==> config.mk <==
export PLATFORM = sky130hd
export DESIGN_NAME = sd_mmc_card_init_sequencer_unit_flat
export DESIGN_NICKNAME = d
export VERILOG_FILES = /design/src/sdinit_pkg.sv /design/src/sdinit_req_if.sv /design/src/sdinit_rsp_if.sv /design/src/sdinit_cfg_if.sv /design/src/sdinit_in_reg.sv /design/src/sdinit_ctrl.sv /design/src/sdinit_out_reg.sv /design/src/sd_mmc_card_init_sequencer_unit.sv /design/src/flat_wrapper.sv
export SDC_FILE = /design/constraint.sdc
export NUM_CORES = 1
export LEC_CHECK = 0
export BUFFER_PORTS_ARGS = -buffer_cell sky130_fd_sc_hd__buf_4
export CAP_MARGIN = 20
export CORE_UTILIZATION = 23
export CTS_CLUSTER_SIZE = 8
export DETAILED_ROUTE_END_ITERATION = 8
export GPL_TIMING_DRIVEN = 0
export PLACE_DENSITY = 0.44
export SLEW_MARGIN = 20
export SYNTH_ARGS = -nofsm -noshare
export SYNTH_HDL_FRONTEND = slang
export SYNTH_SLANG_ARGS = --single-unit
==> constraint.sdc <==
create_clock -name clk_i -period 4.9 [get_ports clk_i]
set_clock_uncertainty 0.2 [all_clocks]
set_input_delay 0.735 -clock clk_i [delete_from_list [all_inputs] [get_ports clk_i]]
set_output_delay 0.735 -clock clk_i [all_outputs]
set_load 0.05 [all_outputs]
==> src/sdinit_pkg.sv <==
// ----------------------------------------------------------------------------
// sdinit_pkg: shared types and constants of the card init sequencer
// Payload structs, phase and code enums, command indexes and OCR masks.
// ----------------------------------------------------------------------------
package sdinit_pkg;

  localparam int unsigned RETRY_W = 7;
  localparam int unsigned CAP_W   = 42;
  localparam int unsigned NBLK_W  = 33;

  // request item
  typedef struct packed {
    logic [1:0]  action;
    logic        cmd_failed;
    logic [31:0] resp_word0;
    logic [31:0] resp_word1;
    logic [31:0] resp_word2;
    logic [31:0] ext_sector_count;
    logic [31:0] block_index;
  } req_t;

  // result item as seen on the port
  typedef struct packed {
    logic [1:0]        status;
    logic [5:0]        cmd_index;
    logic [31:0]       cmd_argument;
    logic [2:0]        resp_kind;
    logic [1:0]        data_direction;
    logic [15:0]       data_bytes;
    logic [2:0]        card_version;
    logic              is_high_capacity;
    logic [NBLK_W-1:0] block_count;
    logic [CAP_W-1:0]  capacity_bytes;
  } rsp_t;

  // result as produced by the control stage, before the capacity product
  typedef struct packed {
    logic [1:0]        status;
    logic [5:0]        cmd_index;
    logic [31:0]       cmd_argument;
    logic [2:0]        resp_kind;
    logic [1:0]        data_direction;
    logic [15:0]       data_bytes;
    logic [2:0]        card_version;
    logic              is_high_capacity;
    logic [NBLK_W-1:0] block_count;
    logic [3:0]        block_size_log2;
  } res_t;

  typedef enum logic [1:0] {
    ACT_START    = 2'd0,
    ACT_COMPLETE = 2'd1,
    ACT_READ     = 2'd2,
    ACT_WRITE    = 2'd3
  } action_e;

  typedef enum logic [1:0] {
    ST_ISSUED  = 2'd0,
    ST_READY   = 2'd1,
    ST_FAILED  = 2'd2,
    ST_REFUSED = 2'd3
  } status_e;

  typedef enum logic [2:0] {
    RK_NONE = 3'd0,
    RK_R1   = 3'd1,
    RK_R2   = 3'd2,
    RK_R3   = 3'd3,
    RK_R6   = 3'd4,
    RK_R7   = 3'd5
  } resp_kind_e;

  typedef enum logic [1:0] {
    DIR_NONE  = 2'd0,
    DIR_READ  = 2'd1,
    DIR_WRITE = 2'd2
  } dir_e;

  typedef enum logic [3:0] {
    PH_IDLE   = 4'd0,
    PH_CMD0   = 4'd1,
    PH_CMD8   = 4'd2,
    PH_CMD55  = 4'd3,
    PH_ACMD41 = 4'd4,
    PH_CMD1   = 4'd5,
    PH_CMD2   = 4'd6,
    PH_CMD3   = 4'd7,
    PH_CMD9   = 4'd8,
    PH_CMD7   = 4'd9,
    PH_EXT    = 4'd10,
    PH_READY  = 4'd11,
    PH_FAILED = 4'd12
  } phase_e;

  // card version codes
  localparam logic [2:0] VER_MMC_UNKNOWN = 3'd0;
  localparam logic [2:0] VER_MMC_1_2     = 3'd1;
  localparam logic [2:0] VER_SD1         = 3'd6;
  localparam logic [2:0] VER_SD2         = 3'd7;

  // command indexes
  localparam logic [5:0] CMD_GO_IDLE      = 6'd0;
  localparam logic [5:0] CMD_SEND_OP_COND = 6'd1;
  localparam logic [5:0] CMD_ALL_SEND_CID = 6'd2;
  localparam logic [5:0] CMD_SEND_RCA     = 6'd3;
  localparam logic [5:0] CMD_SELECT       = 6'd7;
  localparam logic [5:0] CMD_SEND_IF_COND = 6'd8;
  localparam logic [5:0] CMD_SEND_EXT_CSD = 6'd8;
  localparam logic [5:0] CMD_SEND_CSD     = 6'd9;
  localparam logic [5:0] CMD_READ_SINGLE  = 6'd17;
  localparam logic [5:0] CMD_WRITE_SINGLE = 6'd24;
  localparam logic [5:0] ACMD_SD_OP_COND  = 6'd41;
  localparam logic [5:0] CMD_APP          = 6'd55;

  // ocr and argument masks
  localparam logic [31:0] OCR_BUSY_BIT    = 32'h8000_0000;
  localparam logic [31:0] OCR_HCS_BIT     = 32'h4000_0000;
  localparam logic [31:0] OCR_VOLT_MASK   = 32'h007F_FF80;
  localparam logic [31:0] OCR_ACCESS_BITS = 32'h6000_0000;
  localparam logic [23:0] HOST_VOLT_MASK  = 24'hFF_8000;
  localparam logic [23:0] HOST_WIN_RESET  = 24'hFF_8000;
  localparam logic [7:0]  IF_COND_PATTERN = 8'hAA;
  localparam logic [31:0] IF_COND_VHS     = 32'h0000_0100;
  localparam logic [15:0] EXT_CSD_BYTES   = 16'd512;
  localparam logic [3:0]  BLK_LOG2_RESET  = 4'd9;

endpackage

==> src/sdinit_req_if.sv <==
// ----------------------------------------------------------------------------
// sdinit_req_if: request channel
// Valid/ready channel carrying one request item per transfer.
// ----------------------------------------------------------------------------
interface sdinit_req_if
  import sdinit_pkg::*;
();
  logic valid;
  logic ready;
  req_t data;

  modport source (output valid, output data, input ready);
  modport sink   (input valid, input data, output ready);
endinterface

==> src/sdinit_rsp_if.sv <==
// ----------------------------------------------------------------------------
// sdinit_rsp_if: result channel
// Valid/ready channel carrying one result item per transfer.
// ----------------------------------------------------------------------------
interface sdinit_rsp_if
  import sdinit_pkg::*;
();
  logic valid;
  logic ready;
  rsp_t data;

  modport source (output valid, output data, input ready);
  modport sink   (input valid, input data, output ready);
endinterface

==> src/sdinit_cfg_if.sv <==
// ----------------------------------------------------------------------------
// sdinit_cfg_if: configuration write channel
// Valid/ready channel carrying the host voltage window register value.
// ----------------------------------------------------------------------------
interface sdinit_cfg_if;
  logic        valid;
  logic        ready;
  logic [23:0] data;

  modport source (output valid, output data, input ready);
  modport sink   (input valid, input data, output ready);
endinterface

==> src/sdinit_in_reg.sv <==
// ----------------------------------------------------------------------------
// sdinit_in_reg: request input register
// Holds one accepted request until the control stage takes it.
// ----------------------------------------------------------------------------
module sdinit_in_reg
  import sdinit_pkg::*;
(
  input  logic          clk_i,
  input  logic          rst_ni,
  sdinit_req_if.sink    req,
  input  logic          take_i,
  output logic          valid_o,
  output req_t          item_o
);

  logic valid_q;
  req_t item_q;

  // free when empty or when the held item moves on this cycle
  assign req.ready = !valid_q || take_i;

  always_ff @(posedge clk_i or negedge rst_ni) begin
    if (!rst_ni) begin
      valid_q <= 1'b0;
    end else if (req.ready) begin
      valid_q <= req.valid;
    end
  end

  // payload, no reset
  always_ff @(posedge clk_i) begin
    if (req.valid && req.ready) begin
      item_q <= req.data;
    end
  end

  assign valid_o = valid_q;
  assign item_o  = item_q;

endmodule

==> src/sdinit_ctrl.sv <==
// ----------------------------------------------------------------------------
// sdinit_ctrl: init sequencer state and command selection
// Keeps the card record and picks the next command for each request item.
// ----------------------------------------------------------------------------
module sdinit_ctrl
  import sdinit_pkg::*;
#(
  parameter int unsigned SD_OP_COND_TRIES  = 11,
  parameter int unsigned MMC_OP_COND_TRIES = 100
) (
  input  logic        clk_i,
  input  logic        rst_ni,
  input  logic        fire_i,
  input  req_t        item_i,
  input  logic [23:0] win_i,
  output res_t        res_o
);

  localparam logic [RETRY_W-1:0] SD_TRIES  = RETRY_W'(SD_OP_COND_TRIES);
  localparam logic [RETRY_W-1:0] MMC_TRIES = RETRY_W'(MMC_OP_COND_TRIES);

  phase_e              phase_q, phase_d;
  logic [31:0]         ocr_q, ocr_d;
  logic [15:0]         rca_q, rca_d;
  logic [2:0]          ver_q, ver_d;
  logic                hc_q, hc_d;
  logic [RETRY_W-1:0]  retry_q, retry_d;
  logic [3:0]          bsl_q, bsl_d;
  logic [NBLK_W-1:0]   nblk_q, nblk_d;

  logic [31:0]         win_ext;
  logic [31:0]         win_volt;
  logic                is_sd;
  logic [RETRY_W-1:0]  retry_inc;
  logic [3:0]          csd_ver;
  logic [21:0]         csize_hc;
  logic [11:0]         csize_sc;
  logic [2:0]          cmult;
  logic [31:0]         w0;

  // result fields other than the card record
  logic [1:0]          st;
  logic [5:0]          cmd;
  logic [31:0]         arg;
  logic [2:0]          rk;
  logic [1:0]          dir;
  logic [15:0]         bytes;

  // state register
  always_ff @(posedge clk_i or negedge rst_ni) begin
    if (!rst_ni) begin
      phase_q <= PH_IDLE;
      ocr_q   <= '0;
      rca_q   <= '0;
      ver_q   <= VER_MMC_UNKNOWN;
      hc_q    <= 1'b0;
      retry_q <= '0;
      bsl_q   <= BLK_LOG2_RESET;
      nblk_q  <= '0;
    end else if (fire_i) begin
      phase_q <= phase_d;
      ocr_q   <= ocr_d;
      rca_q   <= rca_d;
      ver_q   <= ver_d;
      hc_q    <= hc_d;
      retry_q <= retry_d;
      bsl_q   <= bsl_d;
      nblk_q  <= nblk_d;
    end
  end

  // helpers
  assign w0        = item_i.resp_word0;
  assign win_ext   = {8'h00, win_i};
  assign win_volt  = {8'h00, win_i & HOST_VOLT_MASK};
  assign is_sd     = (ver_q >= VER_SD1);
  assign retry_inc = retry_q + RETRY_W'(1);
  assign csd_ver   = w0[29:26];
  assign csize_hc  = {item_i.resp_word1[5:0], item_i.resp_word2[31:16]};
  assign csize_sc  = {item_i.resp_word1[9:0], item_i.resp_word2[31:30]};
  assign cmult     = item_i.resp_word2[17:15];

  // next state and result
  always_comb begin
    phase_d = phase_q;
    ocr_d   = ocr_q;
    rca_d   = rca_q;
    ver_d   = ver_q;
    hc_d    = hc_q;
    retry_d = retry_q;
    bsl_d   = bsl_q;
    nblk_d  = nblk_q;
    st      = ST_ISSUED;
    cmd     = CMD_GO_IDLE;
    arg     = '0;
    rk      = RK_NONE;
    dir     = DIR_NONE;
    bytes   = '0;

    case (item_i.action)
      ACT_START: begin
        ocr_d   = '0;
        rca_d   = '0;
        ver_d   = VER_MMC_UNKNOWN;
        hc_d    = 1'b0;
        retry_d = '0;
        bsl_d   = BLK_LOG2_RESET;
        nblk_d  = '0;
        phase_d = PH_CMD0;
      end

      ACT_COMPLETE: begin
        case (phase_q)
          PH_CMD0: begin
            if (item_i.cmd_failed) begin
              phase_d = PH_FAILED;
              st      = ST_FAILED;
            end else begin
              phase_d = PH_CMD8;
              cmd     = CMD_SEND_IF_COND;
              arg     = (((win_i & HOST_VOLT_MASK) != '0) ? IF_COND_VHS : '0)
                        | {24'h0, IF_COND_PATTERN};
              rk      = RK_R7;
            end
          end

          // interface condition errors are ignored
          PH_CMD8: begin
            if (!item_i.cmd_failed && (w0[7:0] == IF_COND_PATTERN)) begin
              ver_d = VER_SD2;
            end
            retry_d = '0;
            phase_d = PH_CMD55;
            cmd     = CMD_APP;
            rk      = RK_R1;
          end

          PH_CMD55: begin
            if (item_i.cmd_failed) begin
              retry_d = '0;
              phase_d = PH_CMD1;
              cmd     = CMD_SEND_OP_COND;
              rk      = RK_R3;
            end else begin
              phase_d = PH_ACMD41;
              cmd     = ACMD_SD_OP_COND;
              arg     = win_volt | ((ver_q == VER_SD2) ? OCR_HCS_BIT : '0);
              rk      = RK_R3;
            end
          end

          PH_ACMD41: begin
            if (item_i.cmd_failed) begin
              retry_d = '0;
              phase_d = PH_CMD1;
              cmd     = CMD_SEND_OP_COND;
              rk      = RK_R3;
            end else if ((w0 & OCR_BUSY_BIT) != '0) begin
              if (ver_q != VER_SD2) begin
                ver_d = VER_SD1;
              end
              ocr_d   = w0;
              hc_d    = ((w0 & OCR_HCS_BIT) != '0);
              rca_d   = '0;
              phase_d = PH_CMD2;
              cmd     = CMD_ALL_SEND_CID;
              rk      = RK_R2;
            end else if (retry_inc >= SD_TRIES) begin
              // out of sd tries, fall back to mmc
              retry_d = '0;
              phase_d = PH_CMD1;
              cmd     = CMD_SEND_OP_COND;
              rk      = RK_R3;
            end else begin
              retry_d = retry_inc;
              phase_d = PH_CMD55;
              cmd     = CMD_APP;
              rk      = RK_R1;
            end
          end

          PH_CMD1: begin
            if (item_i.cmd_failed) begin
              phase_d = PH_FAILED;
              st      = ST_FAILED;
            end else begin
              ocr_d   = w0;
              retry_d = retry_inc;
              if ((w0 & OCR_BUSY_BIT) != '0) begin
                hc_d    = ((w0 & OCR_HCS_BIT) != '0);
                ver_d   = VER_MMC_UNKNOWN;
                rca_d   = 16'd1;
                phase_d = PH_CMD2;
                cmd     = CMD_ALL_SEND_CID;
                rk      = RK_R2;
              end else if (retry_inc >= MMC_TRIES) begin
                phase_d = PH_FAILED;
                st      = ST_FAILED;
              end else begin
                phase_d = PH_CMD1;
                cmd     = CMD_SEND_OP_COND;
                arg     = OCR_HCS_BIT | (win_ext & w0 & OCR_VOLT_MASK)
                          | (w0 & OCR_ACCESS_BITS);
                rk      = RK_R3;
              end
            end
          end

          PH_CMD2: begin
            if (item_i.cmd_failed) begin
              phase_d = PH_FAILED;
              st      = ST_FAILED;
            end else begin
              phase_d = PH_CMD3;
              cmd     = CMD_SEND_RCA;
              arg     = {rca_q, 16'h0000};
              rk      = RK_R6;
            end
          end

          PH_CMD3: begin
            if (item_i.cmd_failed) begin
              phase_d = PH_FAILED;
              st      = ST_FAILED;
            end else begin
              if (is_sd) begin
                rca_d = w0[31:16];
              end
              phase_d = PH_CMD9;
              cmd     = CMD_SEND_CSD;
              arg     = {(is_sd ? w0[31:16] : rca_q), 16'h0000};
              rk      = RK_R2;
            end
          end

          // csd decode
          PH_CMD9: begin
            if (item_i.cmd_failed) begin
              phase_d = PH_FAILED;
              st      = ST_FAILED;
            end else begin
              if (ver_q == VER_MMC_UNKNOWN) begin
                ver_d = (csd_ver <= 4'd4) ? 3'(csd_ver + 4'd1) : VER_MMC_1_2;
              end
              if (hc_q) begin
                bsl_d  = BLK_LOG2_RESET;
                nblk_d = (NBLK_W'(csize_hc) + NBLK_W'(1)) << 10;
              end else begin
                bsl_d  = item_i.resp_word1[19:16];
                nblk_d = (NBLK_W'(csize_sc) + NBLK_W'(1)) << (4'(cmult) + 4'd2);
              end
              phase_d = PH_CMD7;
              cmd     = CMD_SELECT;
              arg     = {rca_q, 16'h0000};
              rk      = RK_R1;
            end
          end

          PH_CMD7: begin
            if (item_i.cmd_failed) begin
              phase_d = PH_FAILED;
              st      = ST_FAILED;
            end else if (is_sd) begin
              phase_d = PH_READY;
              st      = ST_READY;
            end else begin
              phase_d = PH_EXT;
              cmd     = CMD_SEND_EXT_CSD;
              rk      = RK_R1;
              dir     = DIR_READ;
              bytes   = EXT_CSD_BYTES;
            end
          end

          PH_EXT: begin
            if (item_i.cmd_failed) begin
              phase_d = PH_FAILED;
              st      = ST_FAILED;
            end else begin
              if (item_i.ext_sector_count != '0) begin
                nblk_d = NBLK_W'(item_i.ext_sector_count);
              end
              phase_d = PH_READY;
              st      = ST_READY;
            end
          end

          PH_READY:  st = ST_READY;
          PH_FAILED: st = ST_FAILED;
          default:   st = ST_REFUSED;
        endcase
      end

      // read and write requests
      default: begin
        if (phase_q == PH_READY) begin
          cmd   = (item_i.action == ACT_READ) ? CMD_READ_SINGLE : CMD_WRITE_SINGLE;
          arg   = hc_q ? item_i.block_index : (item_i.block_index << bsl_q);
          rk    = RK_R1;
          dir   = (item_i.action == ACT_READ) ? DIR_READ : DIR_WRITE;
          bytes = 16'd1 << bsl_q;
        end else begin
          st = ST_REFUSED;
        end
      end
    endcase

    // no command fields unless a command goes out
    if (st != ST_ISSUED) begin
      cmd   = '0;
      arg   = '0;
      rk    = RK_NONE;
      dir   = DIR_NONE;
      bytes = '0;
    end
  end

  assign res_o.status           = st;
  assign res_o.cmd_index        = cmd;
  assign res_o.cmd_argument     = arg;
  assign res_o.resp_kind        = rk;
  assign res_o.data_direction   = dir;
  assign res_o.data_bytes       = bytes;
  assign res_o.card_version     = ver_d;
  assign res_o.is_high_capacity = hc_d;
  assign res_o.block_count      = nblk_d;
  assign res_o.block_size_log2  = bsl_d;

endmodule

==> src/sdinit_out_reg.sv <==
// ----------------------------------------------------------------------------
// sdinit_out_reg: result register
// Holds one result until the receiver takes it; forms the capacity field.
// ----------------------------------------------------------------------------
module sdinit_out_reg
  import sdinit_pkg::*;
(
  input  logic          clk_i,
  input  logic          rst_ni,
  input  logic          load_i,
  input  res_t          res_i,
  output logic          free_o,
  sdinit_rsp_if.source  rsp
);

  logic                  valid_q;
  res_t                  res_q;
  logic [CAP_W+5:0]      cap_wide;

  // free when empty or when the held result is taken this cycle
  assign free_o = !valid_q || rsp.ready;

  always_ff @(posedge clk_i or negedge rst_ni) begin
    if (!rst_ni) begin
      valid_q <= 1'b0;
    end else if (free_o) begin
      valid_q <= load_i;
    end
  end

  always_ff @(posedge clk_i) begin
    if (load_i && free_o) begin
      res_q <= res_i;
    end
  end

  // capacity, saturated to the field width
  assign cap_wide = (CAP_W+6)'(res_q.block_count) << res_q.block_size_log2;

  assign rsp.valid                  = valid_q;
  assign rsp.data.status            = res_q.status;
  assign rsp.data.cmd_index         = res_q.cmd_index;
  assign rsp.data.cmd_argument      = res_q.cmd_argument;
  assign rsp.data.resp_kind         = res_q.resp_kind;
  assign rsp.data.data_direction    = res_q.data_direction;
  assign rsp.data.data_bytes        = res_q.data_bytes;
  assign rsp.data.card_version      = res_q.card_version;
  assign rsp.data.is_high_capacity  = res_q.is_high_capacity;
  assign rsp.data.block_count       = res_q.block_count;
  assign rsp.data.capacity_bytes    = (cap_wide[CAP_W+5:CAP_W] != '0) ? '1
                                      : cap_wide[CAP_W-1:0];

endmodule

==> src/sd_mmc_card_init_sequencer_unit.sv <==
// ----------------------------------------------------------------------------
// sd_mmc_card_init_sequencer_unit: host-side card bring-up sequencer
// Turns start, completion and block request items into card commands.
// ----------------------------------------------------------------------------
// Usage:
//   req_i  valid/ready request channel: start, command completed (with error
//          flag and response words), read or write block request.
//   rsp_o  valid/ready result channel: one result per request, carrying the
//          next command (index, argument, response kind, data phase) or a
//          ready / failed / refused status, plus the current card record.
//   cfg_i  write channel for the host voltage window; always ready, write
//          only while no request is in flight.
// A request passes through the input register, then the decode and state
// update feeding the result register, which holds the result until taken.
// Throughput is one item per cycle while the receiver is ready; the card record updates once per item.
// A request is taken while a finished result still waits, as long as the
// input register is free or moves on in the same cycle.
// When the receiver stalls the result holds, then the input register fills
// and req_i.ready drops.
// Reset empties both registers, puts the sequencer in idle and loads the
// default voltage window; no clearing pass is needed.
// ----------------------------------------------------------------------------
module sd_mmc_card_init_sequencer_unit
  import sdinit_pkg::*;
#(
  parameter int unsigned SD_OP_COND_TRIES  = 11,
  parameter int unsigned MMC_OP_COND_TRIES = 100
) (
  input  logic          clk_i,
  input  logic          rst_ni,
  sdinit_cfg_if.sink    cfg_i,
  sdinit_req_if.sink    req_i,
  sdinit_rsp_if.source  rsp_o
);

  logic [23:0] win_q;
  logic        item_valid;
  req_t        item;
  logic        out_free;
  logic        fire;
  res_t        res;

  // configuration register
  assign cfg_i.ready = 1'b1;

  always_ff @(posedge clk_i or negedge rst_ni) begin
    if (!rst_ni) begin
      win_q <= HOST_WIN_RESET;
    end else if (cfg_i.valid) begin
      win_q <= cfg_i.data;
    end
  end

  // item moves from input register to result register
  assign fire = item_valid && out_free;

  sdinit_in_reg u_in_reg (
    .clk_i   (clk_i),
    .rst_ni  (rst_ni),
    .req     (req_i),
    .take_i  (fire),
    .valid_o (item_valid),
    .item_o  (item)
  );

  sdinit_ctrl #(
    .SD_OP_COND_TRIES  (SD_OP_COND_TRIES),
    .MMC_OP_COND_TRIES (MMC_OP_COND_TRIES)
  ) u_ctrl (
    .clk_i  (clk_i),
    .rst_ni (rst_ni),
    .fire_i (fire),
    .item_i (item),
    .win_i  (win_q),
    .res_o  (res)
  );

  sdinit_out_reg u_out_reg (
    .clk_i  (clk_i),
    .rst_ni (rst_ni),
    .load_i (fire),
    .res_i  (res),
    .free_o (out_free),
    .rsp    (rsp_o)
  );

endmodule

==> src/flat_wrapper.sv <==
// flat-port wrapper written by rule: the top's interface ports become plain ports
module sd_mmc_card_init_sequencer_unit_flat import sdinit_pkg::*;
#(
  parameter int unsigned SD_OP_COND_TRIES  = 11,
  parameter int unsigned MMC_OP_COND_TRIES = 100
)
  (clk_i, rst_ni, cfg_i_valid, cfg_i_data, cfg_i_ready, req_i_valid, req_i_data, req_i_ready, rsp_o_valid, rsp_o_data, rsp_o_ready);
  sdinit_cfg_if cfg_i_i ();
  sdinit_req_if req_i_i ();
  sdinit_rsp_if rsp_o_i ();
  input  logic clk_i;
  input  logic rst_ni;
  input wire logic [$bits(cfg_i_i.valid)-1:0] cfg_i_valid;
  input wire logic [$bits(cfg_i_i.data)-1:0] cfg_i_data;
  output wire logic [$bits(cfg_i_i.ready)-1:0] cfg_i_ready;
  input wire logic [$bits(req_i_i.valid)-1:0] req_i_valid;
  input wire logic [$bits(req_i_i.data)-1:0] req_i_data;
  output wire logic [$bits(req_i_i.ready)-1:0] req_i_ready;
  output wire logic [$bits(rsp_o_i.valid)-1:0] rsp_o_valid;
  output wire logic [$bits(rsp_o_i.data)-1:0] rsp_o_data;
  input wire logic [$bits(rsp_o_i.ready)-1:0] rsp_o_ready;
  assign cfg_i_i.valid = cfg_i_valid;
  assign cfg_i_i.data = cfg_i_data;
  assign cfg_i_ready = cfg_i_i.ready;
  assign req_i_i.valid = req_i_valid;
  assign req_i_i.data = req_i_data;
  assign req_i_ready = req_i_i.ready;
  assign rsp_o_valid = rsp_o_i.valid;
  assign rsp_o_data = rsp_o_i.data;
  assign rsp_o_i.ready = rsp_o_ready;
  sd_mmc_card_init_sequencer_unit #(.SD_OP_COND_TRIES(SD_OP_COND_TRIES), .MMC_OP_COND_TRIES(MMC_OP_COND_TRIES)) u_core (.clk_i(clk_i), .rst_ni(rst_ni), .cfg_i(cfg_i_i), .req_i(req_i_i), .rsp_o(rsp_o_i));
endmodule
# After elaboration in Yosys (flattened, before gate mapping)
# Index checks and enable logic that the tools add are counted.
# totals
inputBits	192
output_inout_bits	143
regBits	347
word_cells	216
# classes
order_cmp	4
mux	123
shifts	4
n_bitwise	3
n_eq_ne	27
add_sub_neg	5
reduce_logical	23
# ops
cell	n
$pmux W32 S5	1
$mux W31	5
$mux W33	4
$pmux W33 S2	2
$mux W32	4
$mux W16	7
$pmux W16 S2	2
$pmux W32 S2	1
$mux W3	19
$pmux W6 S9	1
$mux W4	13
$pmux W16 S3	1
$shl A33 B4 Y48	1
$mux W42	1
$pmux W4 S10	1
$mux W2	19
$mux W7	5
$shl A13 B4 Y33	1
$reduce_bool A32 Y1	1
$shl A32 B4 Y32	1
$or A24 B31 Y31	1
$or A31 B31 Y31	1
$mux W10	3
$pmux W7 S4	1
other kinds (52)	93

# Logic depth before layout (Yosys ltp)
# depth
ltp_word	8
depth_mapped	11
mapped_depth_nobuf	10

# Cells and area by module
# A second synthesis with hierarchy kept.
# unflattened
hier_cells	1945
area_unflattened_um2	20991.4
# by_module_without_submodules
module	seq_area_each_um2	area_per_inst_um2	cells_per_inst	n_inst
sdinit_ctrl	1704.1	9112.5	1244	1
sdinit_out_reg	3088.0	5904.4	480	1
sdinit_in_reg	4919.7	4948.5	167	1
sd_mmc_card_init_sequencer_unit	611.8	1026.0	54	1

# Least setup slack after synthesis
# OpenSTA, ideal clock, no wires.
# synth_timing
path_type	input to register
startpoint	in rsp_o_ready
endpoint	reg u_core.u_in_reg.item_q (netlist bit u_core.u_in_reg.item_o[0]) (enable)
n_path_buf	0
path_stages	2
slack_ns	-0.058
required_time_ns	4.196
arrival_ns	4.254
cell_sequence	nand3b_1 -> and2_1
# synth_via
elab_chain_cells	4
# synth_lines
element	line_no	source
start, declared	flat_wrapper.sv:21	input wire logic [$bits(rsp_o_i.ready)-1:0] rsp_o_ready;
$logic_or A1 B1 Y1	sdinit_out_reg.sv:21	assign free_o = !valid_q || rsp.ready;
$logic_and A1 B1 Y1	sd_mmc_card_init_sequencer_unit.sv:55	assign fire = item_valid && out_free;
$logic_or A1 B1 Y1	sdinit_in_reg.sv:20	assign req.ready = !valid_q || take_i;
$logic_and A1 B1 Y1	sdinit_in_reg.sv:32	if (req.valid && req.ready) begin
end signal, assigned	sdinit_in_reg.sv:33	item_q <= req.data;
end, declared	sdinit_in_reg.sv:17	req_t item_q;
# Every way passes these cells.
# A chain may end at the register's enable or synchronous reset.

# Final worst setup path
# layout_timing
startpoint	reg u_core.u_out_reg.res_q[0] in the netlist's numbering
endpoint	out rsp_o_data[30]
# layout_via
elab_chain_cells	3
# layout_lines
element	line_no	source
start, declared	sdinit_out_reg.sv:17	res_t res_q;
start signal, assigned	sdinit_out_reg.sv:33	res_q <= res_i;
$shl A33 B4 Y48 *	sdinit_out_reg.sv:38	assign cap_wide = (CAP_W+6)'(res_q.block_count) << res_q.block_size_log2;
$reduce_bool A6 Y1	sdinit_out_reg.sv:50	assign rsp.data.capacity_bytes = (cap_wide[CAP_W+5:CAP_W] != '0) ? '1
$mux W42 *	sdinit_out_reg.sv:50	
end, declared	flat_wrapper.sv:20	output wire logic [$bits(rsp_o_i.data)-1:0] rsp_o_data;
# Every way passes the cells marked *; elsewhere a longest branch is shown, timed or not.

==> impl_metrics.csv <==
group,metric,value,unit
setup_path,critPathSlowestCell,"edfxtp_1",
synthesis,syn-num-nets,2041,
clock_tree,root_buffer,"clkbuf_16",
clock_tree,cts_buffer_depth,3,
die,die_x,288,microns
power_and_ir_drop,leakage,0.00930,uW
timing,hold-worst-slack,-50.2,ps
setup_path,crit_type,"reg2out",
place,gp_congestion,0.926,
timing,timing.final.crit_share,94.1,%
synthesis,yosysUniqueCellTypes,97,
die,start_util,23.3,%
power_and_ir_drop,power.density,423,nW/um^2
clock_tree,cts_tree,"built",
clock_tree,cts-resized-gates,0,
layout,layout-drive-gt1-share,26.1,%
clock_tree,clk_pin_slew,50,ps
place,place_hpwl,63.0,mm
setup_path,crit_arrival,3680,ps
timing,setup_viol,0,
synthesis,syn_area_per_cell,10.2,sq um
timing,final-hold-violation-count,8,
die,rows,104,
power_and_ir_drop,power,10100,uW
place,place_ws,536,ps
layout,fill_cells,8453,
layout,stdcell_area,24000,sq um
place,dpl_cell_area,22500,sq um
timing,slew_viol_final,0,
setup_path,cpMostUsedCell,"clkbuf_1",
min_path,hold_class,"in2async",
global_route,grt_pass1_wl,116,mm
status,status,"complete, but fails checks",
status,violations,"design-rule violations, negative hold slack",
setup_path,crit_fanout,10,
die,core-area,80800,sq um
route,drt_first_iter_violations,1498,
setup_path,critPathLaunch,"u_core.u_out_reg.res_q[0]$_DFFE_PP_",
clock_tree,clock-sinks,319,
route,totalWireLength,80.7,mm
global_route,grt_antenna_before_repair,0,
route,routed_via_density,5.10,
route,ant_nets,0,
synthesis,async_reset_ff_share,27.3,%
global_route,track_usage,18.9,%
synthesis,ys_ff_latch,319,
global_route,grt_max_degree,88,
route,vias,16800,
clock_tree,post-cts-setup-buffers,0,
route,routedWlPerCell,24.6,microns
layout,num-nets-final,2386,
die,die_h,288,microns
layout,n_antenna_cell,0,
setup_path,crit_required,3960,ps
job,drv_cap,0,
setup_path,crit_chain,"clkbuf_2, mux2i_1, nand2_1, o21ai_0, nand4_1, a21o_1, nor2_1, clkbuf_1, clkbuf_1, a31oi_1, buf_4",
setup_path,end_kind,"primary output",
clock_tree,cts_buffers,47,
global_route,grt_pass1_vias,16500,
die,ios,335,
timing,rsz0062_at_grt,"no",
layout,syn2layout_area_growth,27.0,%
setup_path,slowest_delay,490,ps
route,drt-pass1-iter-count,9,
synthesis,netlist_area,18900,sq um
timing,tightest_slew,1020,ps
timing,finalWorstSetupSlack,289,ps
synthesis,postSynthCellCount,1843,
synthesis,yosys_warnings,0,
setup_path,cp-start-kind,"register",
setup_path,r2r_start,"u_core.u_in_reg.item_o[94]$_DFFE_PP_",
place,port_buffers,292,
synthesis,yosys_most_used_dff,"edfxtp_1",
power_and_ir_drop,peakVddDrop,0.259,mV
die,die-area,83100,sq um
clock_tree,holdBufCountCts,0,
synthesis,synth_seq_area_share,48.6,%
clock_tree,clk_latency,620,ps
timing,max_freq,217,MHz
timing,period_minus_slack,4610,ps
timing,max_slew_margin,30.1,%
route,drc,18,
clock_tree,htree_levels,2,
global_route,grt_overflow,0,
synthesis,synth_edf_count,232,
placed cells by master (no fill, tap or decap), types with 15 or more instances in the layout:
cell type  count
nor3_1        26
clkbuf_16     48
mux4_2        36
dfrtp_1       76
a31oi_1       16
xor2_1        15
inv_1         31
buf_2         21
clkbuf_1     131
nand2_1      219
o22ai_1       37
nor2_1       154
a211oi_1      43
a22oi_1       22
a21o_1        16
mux2_2        33
buf_4        393
a21oi_1      129
o21ai_0      102
nor4_1        18
nand3_1       29
mux2i_1       62
edfxtp_1     232
a22o_1        31
and3_1        32
power breakdown:
part           internal (uW)  switching [uW]
Sequential              3190             203
Clock                   1900            1300
Combinational           1110            2420
Total                   6200            3920
critical path, delay by kind of cell (launching register included):
family                 cells  cell delay (ps)
DFF                        1              490
muxes                      1              290
and+or+nand+nor            3              430
AOI/OAI and AO/OA          3              620
buffers and inverters      4             1220
cell families after synthesis:
| kind of cell | count (synthesis) | synth area share [%] |
|---|---|---|
| AOI/OAI and AO/OA | 540 | 19.3 |
| xor gates and xnor gates | 27 | 1.25 |
| adders and majority gates | 6 | 0.398 |
| buffers and inverters | 270 | 7.62 |
| DFF | 319 | 48.6 |
| muxes | 131 | 9.56 |
| other | 1 | 0.0199 |
| and+or+nand+nor | 549 | 13.2 |
metrics by stage:
step	utilization (%)	TNS (ps)	std cells	hold slack, ps
floorplan	-	0	1843	239
global placement	27.7	-11930	3195	276
detailed placement	27.8	0	3199	286
CTS	29.6	0	3286	43.5
global route	29.6	0	3286	26.4
finish	29.6	0	3286	-50.2
sequential cells by signal, indices dropped and copies added (netlist names):
register and count:
u_core.u_ctrl.bsl_q 4, u_core.u_ctrl.hc_q 1, u_core.u_ctrl.nblk_q 33, u_core.u_ctrl.phase_q 4
u_core.u_ctrl.rca_q 16, u_core.u_ctrl.retry_q 7, u_core.u_ctrl.ver_q 3, u_core.u_in_reg.item_o 130
u_core.u_in_reg.valid_o 1, u_core.u_out_reg.res_q 4, u_core.u_out_reg.rsp.data 98, u_core.u_out_reg.rsp.valid 1
u_core.win_q 17
metal layers:
metal  track usage (%)  share of wire, %  vias to the layer above  wire (microns)
li1                  -                 -                     7586               -
met1              26.0                44                     8419           35700
met5                 0                 0                        -               0
met2              31.2                48                      650           38400
met4              4.93               2.4                        0            1960
met3              2.62               5.8                      100            4650
cells in the mapped netlist, types with 11 or more instances:
master / count / area, sq um
dfrtp_1: 76 / 1900
nor2_1: 154 / 578
o31ai_1: 14 / 105
nand3_1: 29 / 145
nor3_1: 28 / 140
o21ai_0: 102 / 510
a21o_1: 16 / 120
a22oi_1: 22 / 165
dfstp_2: 11 / 289
o22ai_1: 37 / 231
buf_2: 21 / 105
nor4_1: 18 / 113
mux4_2: 36 / 811
edfxtp_1: 232 / 6970
a31oi_1: 16 / 100
inv_1: 31 / 116
nor2b_1: 11 / 68.8
a22o_1: 31 / 272
xor2_1: 15 / 131
a221oi_1: 13 / 114
mux2_2: 33 / 372
mux2i_1: 62 / 621
nand2_1: 219 / 822
a21oi_1: 129 / 646
clkbuf_1: 97 / 364
and3_1: 32 / 200
xnor2_1: 12 / 105
a211oi_1: 43 / 323
buf_4: 102 / 766
cell type report:
type | count | area (sq um) | area share [%]
inverter | 38 | 148 | 0.616
buffer | 232 | 1300 | 5.41
multi-input combinational | 1254 | 8280 | 34.5
clock buffer | 83 | 1330 | 5.56
sequential | 319 | 9160 | 38.2
tap | 1060 | 1330 | 5.54
timing repair buffer | 296 | 2300 | 9.60
clock inverter | 4 | 120 | 0.501
path summary, 6_finish.rpt:
path / end / slack [ps] / cells past startpoint
max in group asynchronous: u_core.u_ctrl.nblk_q[30]$_DFFE_PN0P_ / 3750 / 1
worst min-delay path: u_core.win_q[11]$_DFFE_PN0P_ / -50 / 1
worst min register to register: u_core.u_ctrl.nblk_q[18]$_DFFE_PN0P_ / 300 / 1
min in group clk_i: u_core.u_in_reg.item_o[148]$_DFFE_PP_ / 90 / 1
worst max register to register: u_core.u_out_reg.rsp.data[56]$_DFFE_PP_ / 950 / 10
worst max-delay path: rsp_o_data[30] / 290 / 11
Power figures use the tool's default switching activity.
